### config.mk
export PLATFORM = sky130hd
export DESIGN_NAME = bhto_bucket_match
export DESIGN_NICKNAME = d
export VERILOG_FILES = /design/src/rtl/core/bhto_pkg.sv /design/src/rtl/core/bhto_bucket_match.sv
export SDC_FILE = /design/constraint.sdc
export NUM_CORES = 1
export LEC_CHECK = 0
export ABC_AREA = 1
export BUFFER_PORTS_ARGS = -buffer_cell sky130_fd_sc_hd__clkbuf_2
export CAP_MARGIN = 20
export CORE_AREA = 5 5 224 226
export DETAILED_ROUTE_END_ITERATION = 12
export DIE_AREA = 0 0 229 231
export MAX_ROUTING_LAYER = met4
export PLACE_DENSITY_LB_ADDON = 0.1
export SYNTH_ARGS = -nofsm -noshare
export SYNTH_HDL_FRONTEND = slang
export SYNTH_SLANG_ARGS = --single-unit
### constraint.sdc
create_clock -name vclk -period 1.6
set_clock_uncertainty 0.05 [all_clocks]
set_input_delay 0.24 -clock vclk [all_inputs]
set_output_delay 0.24 -clock vclk [all_outputs]
set_load 0.005 [all_outputs]
### src/rtl/core/bhto_pkg.sv
// ----------------------------------------------------------------------------
// Bucketed hash table package
// Shared types and constants for the bucketed hash table with overflow.
// ----------------------------------------------------------------------------
`default_nettype none

package bhto_pkg;

    localparam int KEY_W = 64;
    localparam int SLOTS = 8;
    localparam int SLOT_W = 3;
    localparam int IN_VALUE_W = 32;

    // Operation codes; any other code behaves as a find.
    localparam logic [1:0] OP_INSERT = 2'd0;
    localparam logic [1:0] OP_FIND = 2'd1;
    localparam logic [1:0] OP_REMOVE = 2'd2;

    typedef enum logic [2:0] {
        STAT_INSERTED = 3'd0,
        STAT_PRESENT  = 3'd1,
        STAT_FOUND    = 3'd2,
        STAT_MISSING  = 3'd3,
        STAT_FULL     = 3'd4,
        STAT_ZERO     = 3'd5
    } status_t;

    typedef enum logic [1:0] {
        S_CLEAR,
        S_IDLE,
        S_BCHECK,
        S_OSCAN
    } state_t;

    // Outcome of comparing one bucket row against the search key.
    typedef struct packed {
        logic                hit;
        logic [SLOT_W-1:0]   hit_slot;
        logic                empty;
        logic [SLOT_W-1:0]   empty_slot;
    } match_t;

endpackage

`default_nettype wire

### src/rtl/core/bhto_bucket_match.sv
// ----------------------------------------------------------------------------
// Bucket row matcher
// Compares the eight keys of one bucket row with the search key and reports
// the first matching slot and the first empty slot.
// ----------------------------------------------------------------------------
`default_nettype none

module bhto_bucket_match (
    input  wire logic [bhto_pkg::SLOTS-1:0][bhto_pkg::KEY_W-1:0] row_keys,
    input  wire logic [bhto_pkg::KEY_W-1:0]                      key,
    output bhto_pkg::match_t                                     match
);
    import bhto_pkg::*;

    // Priority scan from the highest slot down so the lowest slot wins.
    always_comb
    begin
        match = '0;
        for (int s = SLOTS - 1; s >= 0; s--)
        begin
            if (row_keys[s] == key)
            begin
                match.hit      = 1'b1;
                match.hit_slot = SLOT_W'(s);
            end
            if (row_keys[s] == '0)
            begin
                match.empty      = 1'b1;
                match.empty_slot = SLOT_W'(s);
            end
        end
    end

endmodule

`default_nettype wire

# == Word-level counts from Yosys, hierarchy flattened ==
# Cells that the tools add are included.
# word_totals
ff_bits,0
inputBits,576
out_inout_bits,8
wordCells,32
# op_classes
n_eq_ne,8
n_mux,16
n_reduce_logical,8
# op_table
operator,count
64-bit == test,8
64-bit zero test,8
4-bit 2-to-1 mux,16

# == Depth between registers and ports, before layout ==
# depth
word_depth,9
depth_mapped,16
ltp_nobuf,15

# == Least setup slack after synthesis ==
# Ideal clock, no wire load.
# synth_timing
path_kind,input to output
startpoint,input port key[55] in the netlist's numbering
endpoint,output port match[4] in the netlist's numbering
arrival_ns,1.372
required_ns,1.310
path_slack_ns,-0.062
stages,13
path_buffers,1
path_cell_list,buf_6 -> or2_0 -> a21oi_1 -> nand2_1 -> nor2_1 -> nand2_1 -> nor2_1 -> nand2_1 -> nand2_1 -> nand2_1 -> nand2_1 -> nand2_1 -> a21oi_2
# synth_rtl
item,line,source
start: declaration,bhto_bucket_match.sv:10,"input wire logic [bhto_pkg::KEY_W-1:0] key,"
end: declaration,bhto_bucket_match.sv:11,output bhto_pkg::match_t match

==> qor.yml <==
status: "finished, violations left"
violations: "negative setup slack"
nClkBuffers: 0
hold_viol_final: 0
finalSetupViolCount: 8
start_util_pct: 19.0
grt_overflow_total: 0
startpoint: "key[30]"
crit_fanout: 7
synth.most_common_cell: "nand2_1"
worstMarginPinSlew_ns: 0.420
worst-setup-path-type: "in -> out"
worstPathArrival_ns: 2.00
hold_path.class: "in -> out"
grt_use_total_pct: 22.9
vias: 14100
p_clk_share_pct: 0
grt_pass1_vias: 14500
synth_commonest_cells: "nand2_1, nor2_1, xnor2_1"
grt_pass1_wl_um: 90300
max-cap-violations: 0
drc_errors: 0
layout-drive-gt1-share_pct: 46.5
p_sw_share_pct: 48.8
fin_cells: 3263
yosys-top-cells-area: "nand2_1, xnor2_1, xor2_1"
power.internal_mw: 2.13
drv_slew: 0
p_leak_nw: 8.83
endpoint_kind: "output pin"
port_buffers: 584
dpl.hpwl_um: 57800
synth_nets: 2307
ctsHoldBuffers: 0
combPwrFrac_pct: 100.0
setup_ws_ns: -0.694
p_per_area_nw_per_um2: 241
synth_area_per_cell_um2: 5.28
critPathRequiredTime_ns: 1.31
ios: 584
gp_congestion: 0.946
pwr-share-seq_pct: 0
dieArea_um2: 52900
initialDrtViolationCount: 559
post-route-period-util_pct: 143
relSlewSlack_pct: 71.8
ant_nets: 0
holdPathEnd: "match[1]"
utilization_pct: 35.9
power_mw: 4.16
die_h_um: 231
finalWirelength_um: 62900
syn_area_um2: 9140
grt_start_max_net_pins: 12
dp.cells: 3244
nets: 3209
finalSetupTns_ns: -4.81
min_period_ns: 2.29
synth_seq_area_share_pct: 0
seqCellArea_um2: 0
switching_power_mw: 2.03
fp-row-count: 81
coreArea_um2: 48100
worst_setup_path_start_kind: "input pin"
yosysTopAreaCellShare_pct: 21.3
yosysTopAreaCell: "nand2_1"
antenna_found_initial: 9
grt_setup_unrepaired: "yes"
firstDrtPassIters: 5
ys_warn_count: 0
syn_to_final_growth_pct: 89.0
min-delay-start: "row_keys[184]"
ys_types: 32
ir_worst_vdd_mv: 0.133
wire_per_inst_um: 19.3
fp.dieW_um: 229
nFlopsAndLatches: 0
viasPerCell: 4.33
fmax_mhz: 436
synthCells: 1731
hold_path_depth: 7
repair_timing:
item / CTS / global route
endpoints found under the setup margin: 8 / 8
setup buffers: 10 / 7
gates resized for setup: 289 / 129
pin swaps: 107 / 85
layout by cell type, fill, tap and decap left out, types with 7 or more instances in the layout:
master,count
or2_0,20
nand2_1,491
xnor2_2,16
diode_2,10
nor4_1,46
xor2_1,130
inv_1,143
clkbuf_4,8
clkbuf_16,12
nor2_1,202
xnor2_1,160
or2_2,27
a21oi_1,39
inv_2,33
clkbuf_2,512
nor2_2,41
nor4_2,26
nor2_4,16
nand2_2,24
buf_4,339
a21oi_2,12
nand3_1,21
buf_8,9
nor4_4,12
or2_1,22
nor3_1,30
nand4_1,93
inv_4,14
nor3_2,7
buf_6,33
buf_12,17
clkbuf_8,31
kinds of logic after synthesis:
kind of cell / count (synthesis) / share of synthesized area (%)
xor gates and xnor gates: 308 / 29.5
and+or+nand+nor: 1109 / 53.9
AOI/OAI and AO/OA: 59 / 3.35
buffers and inverters: 255 / 13.2
worst max path at each step:
stage | slack [ns] | depth (start not counted) | end
2_1_floorplan | -0.04 | 13 | match[4]
3_3_place_gp | -1.13 | 11 | match[7]
3_5_place_dp | -1.10 | 11 | match[7]
4_1_cts | -0.67 | 10 | match[5]
5_1_grt | -0.81 | 14 | match[5]
6_report | -0.69 | 13 | match[6]
power groups by stage:
stage                     registers (mW)  logic (mW)  clock network (mW)
after floorplan                        0        1.75                   0
after global placement                 0        3.73                   0
after detailed placement               0        3.75                   0
after CTS                              0        4.08                   0
after global routing                   0        4.57         0.000000670
final                                  0        4.16         0.000000671
layout make-up:
cell class,instances,area (um^2)
well taps,622,778
inverters,191,757
fillers,5420,30900
repair buffers,964,6760
diodes,10,25.0
multi-input cells,1476,8970
critical path: stages:
cell	delay [ns]
clkbuf_16	0.15
buf_4	0.14
or2_2	0.29
nand4_1	0.09
nor2_2	0.06
nand4_1	0.14
nor3_2	0.08
nand2_4	0.09
buf_4	0.12
nand2_4	0.05
buf_6	0.11
nor3_4	0.27
clkbuf_2	0.17
per-layer routing:
layer / vias to the layer above / track usage (%) / wire (um)
met1: 6414 / 27.8 / 27100
li1: 7290 / - / -
met2: 385 / 41.8 / 32500
met3: 46 / 2.26 / 2150
met4: 0 / 4.17 / 1200
met5: - / - / 0
stage by stage:
stage,setup slack (ns),instance area (um^2),hold WS (ns)
floorplan,-0.0376,9400,0.631
global placement,-1.13,15400,1.13
detailed placement,-1.10,15400,1.13
CTS,-0.673,16700,1.12
global route,-0.805,17300,1.17
finish,-0.694,17300,1.12
(Power assumes the default switching activity.)
